<file path="src/design/ssr_pkg.sv">
// ----------------------------------------------------------------------------
// ssr_pkg - shared types and constants of the substring replace unit
// Job descriptor passed from the classifying front to the emitting back,
// register indexes and fixed field widths.
// ----------------------------------------------------------------------------
package ssr_pkg;

	// Upper bound of both length parameters; fixes the job payload width
	localparam int MAX_LEN_BOUND   = 8;
	localparam int DEF_MAX_PAT_LEN = 8;
	localparam int DEF_MAX_REP_LEN = 8;
	localparam int QUEUE_DEPTH     = 4;

	localparam int BYTE_W  = 8;
	localparam int WORD_W  = MAX_LEN_BOUND * BYTE_W;   // 64, pattern and replacement
	localparam int LEN_W   = 4;                        // length registers and job count
	localparam int IDX_W   = 3;                        // beat index inside a job
	localparam int WCNT_W  = 3;                        // bytes held in the window
	localparam int CFG_IDX_W = 2;

	typedef enum logic [CFG_IDX_W-1:0] {
		REG_PATTERN_BYTES     = 2'd0,
		REG_PATTERN_LEN       = 2'd1,
		REG_REPLACEMENT_BYTES = 2'd2,
		REG_REPLACEMENT_LEN   = 2'd3
	} cfg_reg_t;

	// One job = the result beats caused by one input item.
	// count 0 with eot set is a bare end marker.
	typedef struct packed {
		logic [WORD_W-1:0] data;    // beat n in bits 8n+7..8n
		logic [LEN_W-1:0]  count;
		logic              eot;
	} job_t;

endpackage

</file>
<file path="src/design/streaming_substring_replace_unit.sv">
// ----------------------------------------------------------------------------
// streaming_substring_replace_unit - find and replace all on a byte stream
// Path: jobs are registered in the job queue, result beats in the output register.
// Throughput: one byte per cycle while the job queue has room; an item causing n result
// beats holds the back end for n beats; the four-entry job queue lets the input run on.
// Reset: pattern 0, pattern length 1, empty replacement, empty window, queue empty.
// ----------------------------------------------------------------------------
//
// Structure:
//   ssr_front  - configuration registers, window of held bytes, compare against
//                the pattern in the cycle the byte arrives, build at most one job per
//                item (replacement, oldest byte, window flush or end marker).
//   ssr_queue  - four jobs deep; input stalls only when it fills up.
//   ssr_back   - output register, head-job result beats, one per cycle unless stalled.
//
// Items that produce nothing (byte just held in the window) push no job, so a
// stream with no matches moves at one beat per cycle in and out unless output stalls.
// The user must write configuration only while idle (not enforced by the unit); a
// pattern length write drops any bytes held in the window.
module streaming_substring_replace_unit import ssr_pkg::*; #(
	parameter int MAX_PATTERN_LEN     = DEF_MAX_PAT_LEN,
	parameter int MAX_REPLACEMENT_LEN = DEF_MAX_REP_LEN
) (
	input  logic                 clk,
	input  logic                 arst_n,
	// configuration
	input  logic                 cfg_write,
	input  logic [CFG_IDX_W-1:0] cfg_index,
	input  logic [WORD_W-1:0]    cfg_data,
	// text in
	input  logic                 in_valid,
	output logic                 in_stall,
	input  logic [BYTE_W-1:0]    in_byte,
	input  logic                 end_of_text,
	// rewritten text out
	output logic                 out_valid,
	input  logic                 out_stall,
	output logic [BYTE_W-1:0]    out_byte,
	output logic                 byte_valid,
	output logic                 last_of_run,
	output logic                 text_end
);

	job_t push_job;
	job_t head_job;
	logic push;
	logic pop;
	logic q_empty;
	logic q_full;

	ssr_front #(
		.MAX_PATTERN_LEN     (MAX_PATTERN_LEN),
		.MAX_REPLACEMENT_LEN (MAX_REPLACEMENT_LEN)
	) u_front (
		.clk         (clk),
		.arst_n      (arst_n),
		.cfg_write   (cfg_write),
		.cfg_index   (cfg_index),
		.cfg_data    (cfg_data),
		.in_valid    (in_valid),
		.in_stall    (in_stall),
		.in_byte     (in_byte),
		.end_of_text (end_of_text),
		.queue_full  (q_full),
		.push        (push),
		.job         (push_job)
	);

	ssr_queue #(
		.DEPTH (QUEUE_DEPTH)
	) u_queue (
		.clk      (clk),
		.arst_n   (arst_n),
		.push     (push),
		.push_job (push_job),
		.pop      (pop),
		.head     (head_job),
		.empty    (q_empty),
		.full     (q_full)
	);

	ssr_back u_back (
		.clk         (clk),
		.arst_n      (arst_n),
		.head        (head_job),
		.head_valid  (!q_empty),
		.pop         (pop),
		.out_valid   (out_valid),
		.out_stall   (out_stall),
		.out_byte    (out_byte),
		.byte_valid  (byte_valid),
		.last_of_run (last_of_run),
		.text_end    (text_end)
	);

endmodule

</file>
<file path="src/design/ssr_front.sv">
// ----------------------------------------------------------------------------
// ssr_front - window, compare and job builder
// Holds the configuration registers and the unmatched-byte window, takes one
// text byte per cycle while the queue has room, turns it into at most one job.
// ----------------------------------------------------------------------------
module ssr_front import ssr_pkg::*; #(
	parameter int MAX_PATTERN_LEN     = DEF_MAX_PAT_LEN,
	parameter int MAX_REPLACEMENT_LEN = DEF_MAX_REP_LEN
) (
	input  logic                 clk,
	input  logic                 arst_n,
	input  logic                 cfg_write,
	input  logic [CFG_IDX_W-1:0] cfg_index,
	input  logic [WORD_W-1:0]    cfg_data,
	input  logic                 in_valid,
	output logic                 in_stall,
	input  logic [BYTE_W-1:0]    in_byte,
	input  logic                 end_of_text,
	input  logic                 queue_full,
	output logic                 push,
	output job_t                 job
);

	logic [WORD_W-1:0] pattern_q;
	logic [LEN_W-1:0]  pat_len_q;
	logic [WORD_W-1:0] repl_q;
	logic [LEN_W-1:0]  repl_len_q;

	logic [BYTE_W-1:0] win_q [MAX_PATTERN_LEN];
	logic [WCNT_W-1:0] wcnt_q;

	logic [BYTE_W-1:0] win_new   [MAX_PATTERN_LEN];
	logic [BYTE_W-1:0] win_shift [MAX_PATTERN_LEN];
	logic [LEN_W-1:0]  plen_eff;
	logic [LEN_W-1:0]  rlen_eff;
	logic [LEN_W-1:0]  held_inc;
	logic              accept;
	logic              full;
	logic              hit;

	assign in_stall = queue_full;
	assign accept   = in_valid && !queue_full;

	always_comb begin
		if (pat_len_q == '0) begin
			plen_eff = LEN_W'(1);
		end else if (pat_len_q > LEN_W'(MAX_PATTERN_LEN)) begin
			plen_eff = LEN_W'(MAX_PATTERN_LEN);
		end else begin
			plen_eff = pat_len_q;
		end
		if (repl_len_q > LEN_W'(MAX_REPLACEMENT_LEN)) begin
			rlen_eff = LEN_W'(MAX_REPLACEMENT_LEN);
		end else begin
			rlen_eff = repl_len_q;
		end
	end

	assign held_inc = LEN_W'(wcnt_q) + LEN_W'(1);
	assign full     = (held_inc == plen_eff);

	// new byte dropped in behind the held ones, then compared
	always_comb begin
		hit = 1'b1;
		for (int i = 0; i < MAX_PATTERN_LEN; i++) begin
			win_new[i] = (WCNT_W'(i) == wcnt_q) ? in_byte : win_q[i];
		end
		for (int i = 0; i < MAX_PATTERN_LEN; i++) begin
			win_shift[i] = (i + 1 < MAX_PATTERN_LEN) ? win_new[(i + 1) % MAX_PATTERN_LEN]
			                                         : win_new[i];
			if (LEN_W'(i) < plen_eff && win_new[i] != pattern_q[i*BYTE_W +: BYTE_W]) begin
				hit = 1'b0;
			end
		end
	end

	always_comb begin
		job.eot   = end_of_text;
		job.data  = '0;
		job.count = '0;
		if (full && hit) begin
			job.data  = repl_q;
			job.count = rlen_eff;
		end else if (full && !end_of_text) begin
			job.data[BYTE_W-1:0] = win_new[0];
			job.count            = LEN_W'(1);
		end else begin
			// miss at end of text emits the whole window; below length, a flush
			for (int i = 0; i < MAX_PATTERN_LEN; i++) begin
				job.data[i*BYTE_W +: BYTE_W] = win_new[i];
			end
			job.count = (full || end_of_text) ? held_inc : '0;
		end
	end

	assign push = accept && (end_of_text || job.count != '0);

	always_ff @(posedge clk or negedge arst_n) begin
		if (!arst_n) begin
			pattern_q  <= '0;
			pat_len_q  <= LEN_W'(1);
			repl_q     <= '0;
			repl_len_q <= '0;
			wcnt_q     <= '0;
		end else begin
			if (cfg_write) begin
				case (cfg_reg_t'(cfg_index))
					REG_PATTERN_BYTES:     pattern_q  <= cfg_data;
					REG_PATTERN_LEN:       pat_len_q  <= cfg_data[LEN_W-1:0];
					REG_REPLACEMENT_BYTES: repl_q     <= cfg_data;
					REG_REPLACEMENT_LEN:   repl_len_q <= cfg_data[LEN_W-1:0];
					default: ;
				endcase
			end
			if (cfg_write && cfg_reg_t'(cfg_index) == REG_PATTERN_LEN) begin
				wcnt_q <= '0;
			end else if (accept) begin
				if (end_of_text || (full && hit)) begin
					wcnt_q <= '0;
				end else if (!full) begin
					wcnt_q <= WCNT_W'(held_inc);
				end
			end
		end
	end

	// window bytes carry no reset
	always_ff @(posedge clk) begin
		if (accept) begin
			for (int i = 0; i < MAX_PATTERN_LEN; i++) begin
				win_q[i] <= full ? win_shift[i] : win_new[i];
			end
		end
	end

	a_wcnt_below_len: assert property (@(posedge clk) disable iff (!arst_n)
		LEN_W'(wcnt_q) < plen_eff)
		else $error("window holds a full pattern between items");

	a_push_only_on_accept: assert property (@(posedge clk) disable iff (!arst_n)
		push |-> accept)
		else $error("job pushed without an accepted byte");

	a_job_fits: assert property (@(posedge clk) disable iff (!arst_n)
		push |-> (job.count <= LEN_W'(MAX_LEN_BOUND)))
		else $error("job longer than eight beats");

endmodule

</file>
<file path="src/design/ssr_queue.sv">
// ----------------------------------------------------------------------------
// ssr_queue - job queue between front and back
// Small register FIFO, head visible combinationally, same-cycle push and pop.
// ----------------------------------------------------------------------------
module ssr_queue import ssr_pkg::*; #(
	parameter int DEPTH = QUEUE_DEPTH
) (
	input  logic clk,
	input  logic arst_n,
	input  logic push,
	input  job_t push_job,
	input  logic pop,
	output job_t head,
	output logic empty,
	output logic full
);

	localparam int PTR_W = (DEPTH > 1) ? $clog2(DEPTH) : 1;
	localparam int CNT_W = $clog2(DEPTH + 1);

	job_t             slot_q [DEPTH];
	logic [PTR_W-1:0] wr_ptr_q;
	logic [PTR_W-1:0] rd_ptr_q;
	logic [CNT_W-1:0] cnt_q;

	assign empty = (cnt_q == '0);
	assign full  = (cnt_q == CNT_W'(DEPTH));
	assign head  = slot_q[rd_ptr_q];

	always_ff @(posedge clk or negedge arst_n) begin
		if (!arst_n) begin
			wr_ptr_q <= '0;
			rd_ptr_q <= '0;
			cnt_q    <= '0;
		end else begin
			if (push) begin
				wr_ptr_q <= (wr_ptr_q == PTR_W'(DEPTH - 1)) ? '0 : wr_ptr_q + PTR_W'(1);
			end
			if (pop) begin
				rd_ptr_q <= (rd_ptr_q == PTR_W'(DEPTH - 1)) ? '0 : rd_ptr_q + PTR_W'(1);
			end
			if (push && !pop) begin
				cnt_q <= cnt_q + CNT_W'(1);
			end else if (pop && !push) begin
				cnt_q <= cnt_q - CNT_W'(1);
			end
		end
	end

	always_ff @(posedge clk) begin
		if (push) begin
			slot_q[wr_ptr_q] <= push_job;
		end
	end

	a_no_overflow: assert property (@(posedge clk) disable iff (!arst_n)
		!(push && full))
		else $error("push into full job queue");

	a_no_underflow: assert property (@(posedge clk) disable iff (!arst_n)
		!(pop && empty))
		else $error("pop from empty job queue");

	a_count_moves: assert property (@(posedge clk) disable iff (!arst_n)
		(push && !pop) |=> (cnt_q == $past(cnt_q) + CNT_W'(1)))
		else $error("queue fill count lost a push");

endmodule

</file>
<file path="src/design/ssr_back.sv">
// ----------------------------------------------------------------------------
// ssr_back - beat emitter
// Walks the head job one byte per unstalled cycle into the output register and
// pops it after its last beat; a bare end marker is a single empty beat.
// ----------------------------------------------------------------------------
module ssr_back import ssr_pkg::*; (
	input  logic              clk,
	input  logic              arst_n,
	input  job_t              head,
	input  logic              head_valid,
	output logic              pop,
	output logic              out_valid,
	input  logic              out_stall,
	output logic [BYTE_W-1:0] out_byte,
	output logic              byte_valid,
	output logic              last_of_run,
	output logic              text_end
);

	logic [IDX_W-1:0]  idx_q;
	logic              out_valid_q;
	logic [BYTE_W-1:0] byte_q;
	logic              bvalid_q;
	logic              last_q;
	logic              end_q;

	logic              load;
	logic              fire;
	logic              bare;
	logic              last;
	logic [BYTE_W-1:0] sel_byte;

	assign load     = !out_valid_q || !out_stall;
	assign fire     = load && head_valid;
	assign bare     = (head.count == '0);
	assign last     = bare || ((LEN_W'(idx_q) + LEN_W'(1)) == head.count);
	assign sel_byte = BYTE_W'(head.data >> {idx_q, 3'b000});
	assign pop      = fire && last;

	always_ff @(posedge clk or negedge arst_n) begin
		if (!arst_n) begin
			out_valid_q <= 1'b0;
			idx_q       <= '0;
		end else begin
			if (fire) begin
				out_valid_q <= 1'b1;
				idx_q       <= last ? '0 : idx_q + IDX_W'(1);
			end else if (load) begin
				out_valid_q <= 1'b0;
			end
		end
	end

	always_ff @(posedge clk) begin
		if (fire) begin
			byte_q   <= bare ? '0 : sel_byte;
			bvalid_q <= !bare;
			last_q   <= last;
			end_q    <= last && head.eot;
		end
	end

	assign out_valid   = out_valid_q;
	assign out_byte    = byte_q;
	assign byte_valid  = bvalid_q;
	assign last_of_run = last_q;
	assign text_end    = end_q;

	a_end_is_last: assert property (@(posedge clk) disable iff (!arst_n)
		(out_valid && text_end) |-> last_of_run)
		else $error("text end on a beat that is not last of its run");

	a_bare_marker: assert property (@(posedge clk) disable iff (!arst_n)
		(out_valid && !byte_valid) |-> (last_of_run && text_end && out_byte == '0))
		else $error("empty beat that is not a bare end marker");

	a_idx_resets_on_pop: assert property (@(posedge clk) disable iff (!arst_n)
		pop |=> (idx_q == '0))
		else $error("beat index not cleared after a job");

endmodule

</file>
<file path="config.mk">
export PLATFORM = sky130hd
export DESIGN_NAME = streaming_substring_replace_unit
export DESIGN_NICKNAME = d
export VERILOG_FILES = /design/src/design/ssr_pkg.sv /design/src/design/streaming_substring_replace_unit.sv /design/src/design/ssr_front.sv /design/src/design/ssr_queue.sv /design/src/design/ssr_back.sv
export SDC_FILE = /design/constraint.sdc
export NUM_CORES = 1
export LEC_CHECK = 0
export ABC_AREA = 1
export BUFFER_PORTS_ARGS = -buffer_cell sky130_fd_sc_hd__buf_2
export CORE_MARGIN = 2
export CORE_UTILIZATION = 30
export CTS_BUF_LIST = sky130_fd_sc_hd__clkbuf_16
export DETAILED_ROUTE_END_ITERATION = 6
export SLEW_MARGIN = 5
export SYNTH_ARGS = -nofsm -noshare
export SYNTH_HDL_FRONTEND = slang
export SYNTH_SLANG_ARGS = --single-unit
</file>
<file path="constraint.sdc">
create_clock -name clk -period 6.15 [get_ports clk]
set_input_delay 1.23 -clock clk [delete_from_list [all_inputs] [get_ports clk]]
set_output_delay 1.23 -clock clk [all_outputs]
set_load 0.05 [all_outputs]
</file>
Yosys cells after proc, flatten, opt, wreduce, memory -nomap -nowiden
Memory sizes are Yosys's and may differ from the RTL's.
Cells that the tools add are included.
Storage, ports and cells
  register bits: 161
  RAM bits: 340
  logic and storage cells: 148
  output and inout port bits: 13
  memories: 2
Operators by class
  eq/ne operators: 24
  shift-type cells: 1
  multiplexer cells: 45
  magnitude comparators: 10
  $add $sub $neg: 7
  reduce and logical (&&, ||, !) cells: 45
Memory list
  u_queue.slot_q: words 4, bits a word 69, rd ports 1, clocked after memory_dff 0, write ports 1, RTL line ssr_queue.sv:21  | job_t slot_q [DEPTH];
  u_front.win_q: words 8, bits a word 8, rd ports 8, clocked after memory_dff 0, write ports 8, RTL line ssr_front.sv:29  | logic [BYTE_W-1:0] win_q [MAX_PATTERN_LEN];
Operators by type and width (number)
  $mux W8: 15
  $mux W68: 1
  $ne A8 B8 Y1: 8
  $shr A64 B6 Y8: 1
  $mux W56: 1
  $mux W3: 7
  $mux W4: 5
  $logic_and A1 B1 Y1: 18
  $lt A3 B4 Y1 const A: 4
  $mux W1: 14
  $eq A3 B3 Y1 const A: 4
  $reduce_and A2 Y1: 5
  $add A3 B1 Y4 const B: 2
  $eq A2 B2 Y1 const B: 4
  $eq A4 B4 Y1: 2
  $gt A4 B4 Y1 const B: 2
  $logic_not A1 Y1: 8
  $logic_not A4 Y1: 2
  $lt A1 B4 Y1 const A: 2
  $lt A2 B4 Y1 const A: 2
  $add A3 B1 Y3 const B: 2
  $eq A2 B3 Y1 const A: 2
  $logic_not A3 Y1: 2
  $reduce_bool A2 Y1: 3
  10 further kinds: 16

Depth between registers and ports, before layout
Gate-level depths: netlist (run 1).
  depth after elaboration: 22
  depth in mapped cells: 32
  mapped depth without buffers: 28

Cells and area by module
A second synthesis (run 1) with hierarchy kept.
Second synthesis, totals
  cell total of the unflattened synthesis: 2626
  area, all modules: 24347.1 sq um
Modules (own cells, without submodules)
  ssr_queue: area an instance 11692.5 sq um, instances 1, cells an instance 857
  ssr_front: area an instance 11365.9 sq um, instances 1, cells an instance 1572
  ssr_back: area an instance 1285.0 sq um, instances 1, cells an instance 196
  streaming_substring_replace_unit: area an instance 3.8 sq um, instances 1, cells an instance 1

Least setup slack after synthesis (run 1)
OpenSTA, ideal clock, no wires.
  path kind: input port to flip-flop
  start: input port in_byte[2]
  end: memory u_queue.slot_q[0][0] (netlist bit) (enable)
  data required time: 5653 ps
  arrival: 5891 ps
  setup slack: -237 ps
  cell stages on the path: 20
  library setup time: 497 ps
  cell sequence: clkbuf_1 -> nand3_1 -> nand2_1 -> nand2_1 -> nand2_1 -> nand2_1 -> nor2_1 -> nand2_1 -> nand2_1 -> nand3_1 -> nor2_2 -> nand2_1 -> inv_2 -> buf_4 -> nand3_2 -> nand2_2 -> inv_2 -> nand2_2 -> nand2_4 -> nor2_1
RTL lines
  start: declaration: RTL line streaming_substring_replace_unit.sv:33  | input logic [BYTE_W-1:0] in_byte,
  end: declaration: RTL line ssr_queue.sv:21

==> results of run 1 <==
-- routing by layer --
metal	part of all wire (%)	up-vias	wire, um	global-route usage (%)
li1	-	8228	-	-
met1	44	8312	29600	23.4
met2	47	547	31300	27.4
met3	6.4	120	4300	2.66
met4	2.5	0	1700	5.03
met5	0	-	0	0
-- kinds of logic (layout without fill, tap and decap cells) --
group / Yosys count / after routing / synth area share, %
and+or+nand+nor: 1050 / 1050 / 18.9
DFF: 501 / 501 / 62.5
AOI/OAI and AO/OA: 494 / 494 / 11.9
buffers and inverters: 314 / 394 / 5.40
adders and majority gates: 14 / 14 / 0.799
xor gates and xnor gates: 10 / 10 / 0.383
muxes: 1 / 1 / 0.0492
other: 0 / 1 / 0
-- critical path, stage by stage, from the launching register on --
cell and delay (ns):
dfrtp_1 0.46, inv_1 0.17, ha_1 0.71, nand2_2 0.36
o21ai_2 0.48, nand2_1 0.10, nand2_1 0.09, nand2_1 0.06
nor2_1 0.08, nand2_1 0.08, nand2_1 0.15, nand2_1 0.09
nor2_2 0.20, nand2_2 0.11, inv_2 0.09, nand3_2 0.06
nand2_2 0.13, inv_2 0.05, nand2_2 0.10, nand2_4 0.12
inv_2 0.07, ha_1 0.13, inv_1 0.07, fa_1 0.43
a21oi_1 0.15, o21ai_0 0.12, xor2_1 0.16
-- flip-flops by register name, summed over array words and instances, names as in the netlist --
name and cells:
u_back.byte_valid 1, u_back.idx_q 3, u_back.last_of_run 1, u_back.out_byte 8
u_back.out_valid 1, u_back.text_end 1, u_front.pat_len_q 4, u_front.pattern_q 64
u_front.repl_len_q 4, u_front.repl_q 64, u_front.wcnt_q 3, u_front.win_q 64
u_queue.cnt_q 3, u_queue.rd_ptr_q 2, u_queue.slot_q 276, u_queue.wr_ptr_q 2
-- cell usage in the layout, fill, tap and decap left out, drive strengths merged, types with 2 or more instances in the layout --
cell type  instances
dfrtp            149
nor2             212
inv              184
xor2               7
a41oi              8
xnor2              3
clkbuf            52
o221ai            24
nand3b            36
nand3            143
o211ai             7
nor3               5
nand4              7
edfxtp           351
buf              120
ha                13
clkinv            32
nand2            645
a31oi             31
a32o               4
o22ai             40
a21oi             29
bufinv             6
or2                2
o21ai            350
-- power by group --
group          leakage, nW  internal (mW)  switching (mW)
Combinational         4.67           1.40            3.89
Clock                0.857           1.78            1.33
Sequential            5.12           5.10           0.405
Total                 10.7           8.28            5.62
-- path summary, 6_finish.rpt --
path	to	cells after the start
worst min register to register	u_front.repl_q[44]	2
worst max register to register	u_queue.cnt_q[2]	26
max in group asynchronous	u_queue.rd_ptr_q[0]	2
worst max-delay path	u_queue.cnt_q[2]	26
min in group asynchronous	u_front.repl_q[7]	1
worst min-delay path	u_front.repl_q[44]	2
-- cell type report --
cell class	count	area [um^2]	share of cell area, %
Antenna cell	1	2.50	0.00964
Timing Repair Buffer	120	689	2.66
Sequential cell	501	14300	55.1
Clock inverter	41	359	1.38
Tap cell	978	1220	4.71
Clock buffer	52	1300	5.01
Inverter	181	681	2.62
Multi-Input combinational cell	1569	7400	28.5
-- through the flow --
| step | util, % | setup WS [ns] | hold slack [ns] | instances | setup TNS [ns] |
|---|---|---|---|---|---|
| 5_1_grt | 34.3 | 0.809 | 0.508 | 3442 | 0 |
| 3_3_place_gp | 32.1 | 1.27 | 0.467 | 3349 | 0 |
| 4_1_cts | 34.3 | 1.28 | 0.488 | 3442 | 0 |
| 3_5_place_dp | 32.1 | 1.31 | 0.473 | 3349 | 0 |
| 6_report | 34.3 | 1.20 | 0.484 | 3443 | 0 |
| 2_1_floorplan | - | -0.237 | 0.448 | 2384 | -65.51 |
==> summary.md, run 1 <==
| Metric | Value |
|---|---|
| Outcome | `complete, no violations` |
| Layout overhead on the synthesized area | `13.5%` |
| Post-synthesis cell type count | `38` |
| Seq/Total Area, Yosys | `62.5%` |
| Worst hold path startpoint | `u_front.repl_q[44]` |
| Crit end category | `flip-flop` |
| Post-CTS resize count | `0` |
| Io pins | `93` |
| Post-Route WL | `66.9 mm` |
| Area post-placement | `24,300 um^2` |
| Hold Path Class | `flip-flop to flip-flop` |
| GRT Residual Overflow | `0` |
| Hold Buf Count CTS | `0` |
| Leak | `10.7 nW` |
| CP Launch Type | `flip-flop` |
| Reg2Reg Setup Slack | `1.20 ns` |
| DRT iter0 DRCs | `1,714` |
| DRC violations left | `0` |
| Fin crit period | `4.95 ns` |
| PortBufs | `92` |
| Crit path DAT | `5.42 ns` |
| CP required | `6.62 ns` |
| Final RePlAce weighted congestion | `0.926` |
| Total CTS buffers | `51` |
| Worst-margin pin slew | `1.02 ns` |
| Setup crit start | `u_front.wcnt_q[0]` |
| Synth top area share | `46.1%` |
| Largest net degree at the start of global routing | `81` |
| Post-Syn Instances | `2,384` |
| Starting Density | `30.2%` |
| Post-synth EDFFs | `351` |
| # setup viols final | `0` |
| Die Span Y | `280 um` |
| Number of synthesized register bits | `501` |
| Final instance area | `26,000 um^2` |
| Via count | `17,200` |
| Postcts setup bufs | `0` |
| Vias in the first global route | `16,600` |
| Pwr Total | `13.9 mW` |
| Layout cell share with drive strength beyond 1 | `9.29%` |
| Fill count | `7,685` |
| GR Util All Layers | `16.9%` |
| ANT nets after route | `0` |
| Post-Syn Area | `22,900 um^2` |
| Mean area per synthesized cell | `9.59 um^2` |
| Max_cap viols | `0` |
| First-pass GRT wire length | `102 mm` |
| DIE WIDTH | `280 um` |
| Final Max Tran Viols | `0` |
| Layout Nets | `2,518` |
| Synth warnings | `0` |
| PwrDens | `536 nW/um^2` |
| # rows | `101` |
| Setup Skew | `0.0144 ns` |
| 1st-pass router iterations | `5` |
| Initial antenna violation count | `1` |
| Final Hold Viols | `0` |
| Fmax | `0.202 GHz` |
| Post-synth ARST share | `29.9%` |
| Clock Tree Buf Depth | `3` |
| Ranking of synthesized cells by area | `edfxtp_1 46%, dfrtp_1 16%, nand2_1 10%` |
| Final period util | `80.5%` |
| DP HPWL | `44.9 mm` |
| Most common library cells after synthesis | `639 x nand2_1, 351 x edfxtp_1, 333 x o21ai_0` |
| Skew-Pair Late Insertion Delay | `0.60 ns` |
| Clk slew on worst S/H paths | `0.07 ns` |
| Syn nets | `2,478` |
| Core box area | `75,700 um^2` |
| H-Tree Depth | `2` |
| CTS tree | `built` |
| Critical Path Fanout Max | `15` |
| Most common cell in the netlist | `nand2_1` |
| Vias/cell | `5.00` |
| Critical path class | `flip-flop to flip-flop` |
| Max VDD drop | `0.246 mV` |
| Normalized max-slew margin | `31.8%` |
| Synth area leader | `edfxtp_1` |
| Top FF cell, synth | `edfxtp_1` |
| CTS root buffer | `clkbuf_16` |
| # clock sinks | `501` |
| Wirelength per Cell | `19.4 um` |
| Worst R2R Start | `u_front.wcnt_q[0]` |
| Die area | `78,400 um^2` |
| RSZ-0062 raised after global routing | `false` |
Note: power is estimated with default switching activity, not from simulation.
==> inputs of run 2 (changes only) <==
--- a/config.mk
+++ b/config.mk
@@ -5,7 +5,7 @@
 export SDC_FILE = /design/constraint.sdc
 export NUM_CORES = 1
 export LEC_CHECK = 0
-export ABC_AREA = 1
+export ABC_AREA = 0
 export BUFFER_PORTS_ARGS = -buffer_cell sky130_fd_sc_hd__buf_2
 export CORE_MARGIN = 2
 export CORE_UTILIZATION = 30
==> constraint.sdc (replaced) <==
create_clock -name clk -period 4.09 [get_ports clk]
set_input_delay 0.818 -clock clk [delete_from_list [all_inputs] [get_ports clk]]
set_output_delay 0.818 -clock clk [all_outputs]
set_load 0.05 [all_outputs]
==> run 2 against run 1 <==
Net effect: critical endpoint is now u_queue.cnt_q[1]; die area rose by 1.5%; final cell count shrank 18%; synthesized cell count shrank 34%; design area is 5.5% higher; non-clock buffer count is 78 higher; combinational power grew 40%; count of clock-buffer cells in the layout unchanged; global-route usage decreased by 0.68 points; critical path type unchanged; highest routed layer is now met5.
==> summary.md, run 2 <==
| Metric | Value |
|---|---|
| Layout cell share with drive strength beyond 1 | `32.7% (+23 points)` |
| Normalized max-slew margin | `52.7% (+21 points)` |
| PwrDens | `747 nW/um^2 (+39%)` |
| Number of flip-flops in the largest register | `276 (unchanged)` |
| Number of synthesized register bits | `501 (unchanged)` |
| DRC violations left | `0 (unchanged)` |
| Most common library cells after synthesis | `351 x edfxtp_1, 181 x nand2_1, 162 x mux2_2` |
| Fin cells | `2,811 (-18%)` |
| Final Max Tran Viols | `0 (unchanged)` |
| # clock sinks | `501 (unchanged)` |
| CTS root buffer | `clkbuf_16` |
| Via count | `14,100 (-18%)` |
| Synth Area in Simple Gates | `6.87% (-12 points)` |
| Worst R2R Path Depth | `13 (-50%)` |
| Setup Skew | `0.0377 ns (+0.0233 ns)` |
| # setup viols final | `0 (unchanged)` |
| Syn nets | `1,673 (-32%)` |
| First-pass GRT wire length | `96.0 mm (-5.9%)` |
| Post-Route Utilization | `35.9% (+1.7 points)` |
| PortBufs | `92 (unchanged)` |
| Vias in the first global route | `14,700 (-11%)` |
| Post-Syn Area | `23,200 um^2 (+1.5%)` |
| Synth Area in XOR/XNOR | `2.60% (+2.2 points)` |
| Leak | `10.3 nW (-3.0%)` |
| Largest net degree at the start of global routing | `76 (-6.2%)` |
| Placed Cells | `2,707 (-19%)` |
| Hold Buf Count CTS | `0 (unchanged)` |
| H-Tree Depth | `2 (unchanged)` |
| Most frequent cells in the layout | `351 x edfxtp_1, 181 x nand2_1, 162 x mux2_2, 147 x dfrtp_1, 91 x buf_2` |
| GRT Residual Overflow | `0 (unchanged)` |
| DIE WIDTH | `282 um (+0.73%)` |
| CTS tree | `built` |
| Layout Nets | `1,830 (-27%)` |
| CP Launch Type | `flip-flop` |
| ANT nets after route | `0 (unchanged)` |
| TNS Setup | `0 ns (unchanged)` |
| Synth area leader | `edfxtp_1` |
| Largest family of logic cells by synthesized area | `multiplexers` |
| Setup crit start | `u_front.wcnt_q[0]` |
| Final Hold Viols | `0 (unchanged)` |
| Post-Syn Instances | `1,579 (-34%)` |
| Reg2Reg Setup Slack | `0.13 ns (-1.07 ns)` |
| Io pins | `93 (unchanged)` |
| Compound-Gate Fraction of Synth Area | `5.35% (-6.6 points)` |
| Final instance area | `27,400 um^2 (+5.5%)` |
| Fin crit period | `3.96 ns (-0.991 ns)` |
| Ranking of synthesized cells by area | `edfxtp_1 45%, dfrtp_1 16%, mux4_2 8.2%` |
| Seq/Total Area, Yosys | `61.6% (-0.92 points)` |
| Crit end category | `flip-flop` |
| Post-Route WL | `64.9 mm (-3.1%)` |
| Post-synthesis cell type count | `71 (+87%)` |
| Most common cell after layout, fill and taps aside | `edfxtp_1` |
| Critical Path Fanout Max | `6 (-9)` |
| DRT iter0 DRCs | `1,172 (-32%)` |
| GR Util All Layers | `16.3% (-0.68 points)` |
| 1st-pass router iterations | `5 (unchanged)` |
| Synth top area share | `45.4% (-0.68 points)` |
| Die Span Y | `282 um (+0.73%)` |
| CP required | `4.58 ns (-2.04 ns)` |
| Top reg by flops | `u_queue.slot_q` |
| Top FF cell, synth | `edfxtp_1` |
| Synth warnings | `0 (unchanged)` |
| Most common cell in the netlist | `edfxtp_1` |
| Outcome | `complete, no violations` |
| Starting Density | `30.5% (+0.25 points)` |
| Clk slew on worst S/H paths | `0.06 ns (about the same)` |
| Min Hold Slack | `0.166 ns (-0.319 ns)` |
| CP endpoint | `u_queue.cnt_q[1]` |
| Skew-Pair Late Insertion Delay | `0.61 ns (about the same)` |
| Wirelength per Cell | `23.1 um (+19%)` |
| Clock Tree Buf Depth | `3 (unchanged)` |
| Post-synth EDFFs | `351 (unchanged)` |
| Worst R2R Start | `u_front.wcnt_q[0]` |
| Fmax | `0.252 GHz (+25%)` |
| Mux share of post-synthesis cell area | `20.2% (+20 points)` |
| Worst-margin pin slew | `0.709 ns (-0.314 ns)` |
| Max VDD drop | `0.305 mV (+24%)` |
| Fill count | `7,186 (-6.5%)` |
| # rows | `101 (unchanged)` |
| Area post-placement | `25,600 um^2 (+5.2%)` |
| Mean area per synthesized cell | `14.7 um^2 (+53%)` |
| DP HPWL | `45.6 mm (+1.7%)` |
| Final RePlAce weighted congestion | `0.890 (-3.8%)` |
| Critical path class | `flip-flop to flip-flop` |
| Crit path DAT | `4.45 ns (-0.97 ns)` |
| Layout overhead on the synthesized area | `18.0%` |
| Post-synth ARST share | `29.9% (unchanged)` |
| Core box area | `76,200 um^2 (+0.67%)` |
| Total CTS buffers | `52 (+2.0%)` |
| Vias/cell | `5.03 (+0.61%)` |
| Hold Path Class | `input port to async pin` |
| Die area | `79,600 um^2 (+1.5%)` |
| Max_cap viols | `0 (unchanged)` |
| Area share of fa/ha/maj cells after synthesis | `0.787% (-0.012 points)` |
| Final period util | `96.9% (+16 points)` |
| Initial antenna violation count | `6 (+5)` |
| RR Endpoint | `u_queue.cnt_q[1]` |
## run 2: logic make-up after synthesis
group	after synthesis
AO/OA/AOI/OAI	169
XOR/XNOR	69
adder cells (fa/ha/maj)	14
buffers and inverters	141
flip-flops	501
multiplexers	330
AND/OR/NAND/NOR	355
## run 2: through the flow
| step | total power, mW | setup WS, ns |
|---|---|---|
| 2_1_floorplan | 12.9 | -0.271 |
| 3_3_place_gp | 15.5 | -0.0329 |
| 3_5_place_dp | 15.7 | -0.100 |
| 4_1_cts | 20.6 | 0.0120 |
| 5_1_grt | 21.4 | -0.0101 |
| 6_report | 20.5 | 0.127 |
## run 2: worst max-delay path, cell delays in order (launching register included)
cell and delay, ns:
dfrtp_1 0.40, inv_1 0.10, ha_1 0.29, and3_1 0.24, or3_1 0.35, a221o_1 0.33
nand4b_1 0.28, o41ai_4 0.50, nand2b_4 0.11, o21a_1 0.25, ha_1 0.23, inv_1 0.09
fa_1 0.40, mux2_2 0.27
## run 2: worst min-delay path by stage
stage / slack (ns) / cells after the start / startpoint / to
finish: 0.17 / 1 / arst_n / u_front.repl_q[49]
detailed placement: 0.49 / 1 / u_queue.cnt_q[2] / u_queue.cnt_q[2]
global placement: 0.47 / 1 / u_queue.cnt_q[2] / u_queue.cnt_q[2]
global route: 0.17 / 1 / arst_n / u_front.repl_q[43]
CTS: 0.15 / 1 / arst_n / u_front.repl_q[49]
floorplan: 0.46 / 1 / u_queue.cnt_q[2] / u_queue.cnt_q[2]
## run 2: layout make-up
class,count,area [um^2],share of cell area [%]
Clock inverter,46,449,1.64
Inverter,46,173,0.630
Tap cell,1030,1290,4.70
Multi-Input combinational cell,937,8420,30.8
Antenna cell,1,2.50,0.00914
Timing Repair Buffer,198,1450,5.31
Sequential cell,501,14300,52.2
Clock buffer,52,1300,4.75
## run 2: repair_timing
action / in CTS / in global routing
buffers inserted: 0 / 5
setup endpoints to repair: 0 / 68
resized for setup: 0 / 11
## run 2: routing by layer
metal  wire [um]  track usage (%)  vias up
met5          12                0        -
met4        2170             5.73        2
met3        3100             2.08      111
met2       31500             27.3      429
met1       28200             21.7     7338
li1            -                -     6254
## run 2: power by group
group	internal (mW)	switching (mW)	total [mW]	leakage, nW
combinational	3.15	4.23	7.38	4.41
sequential	7.37	0.860	8.23	5.03
clock	2.79	2.05	4.84	0.890
total	13.3	7.14	20.5	10.3
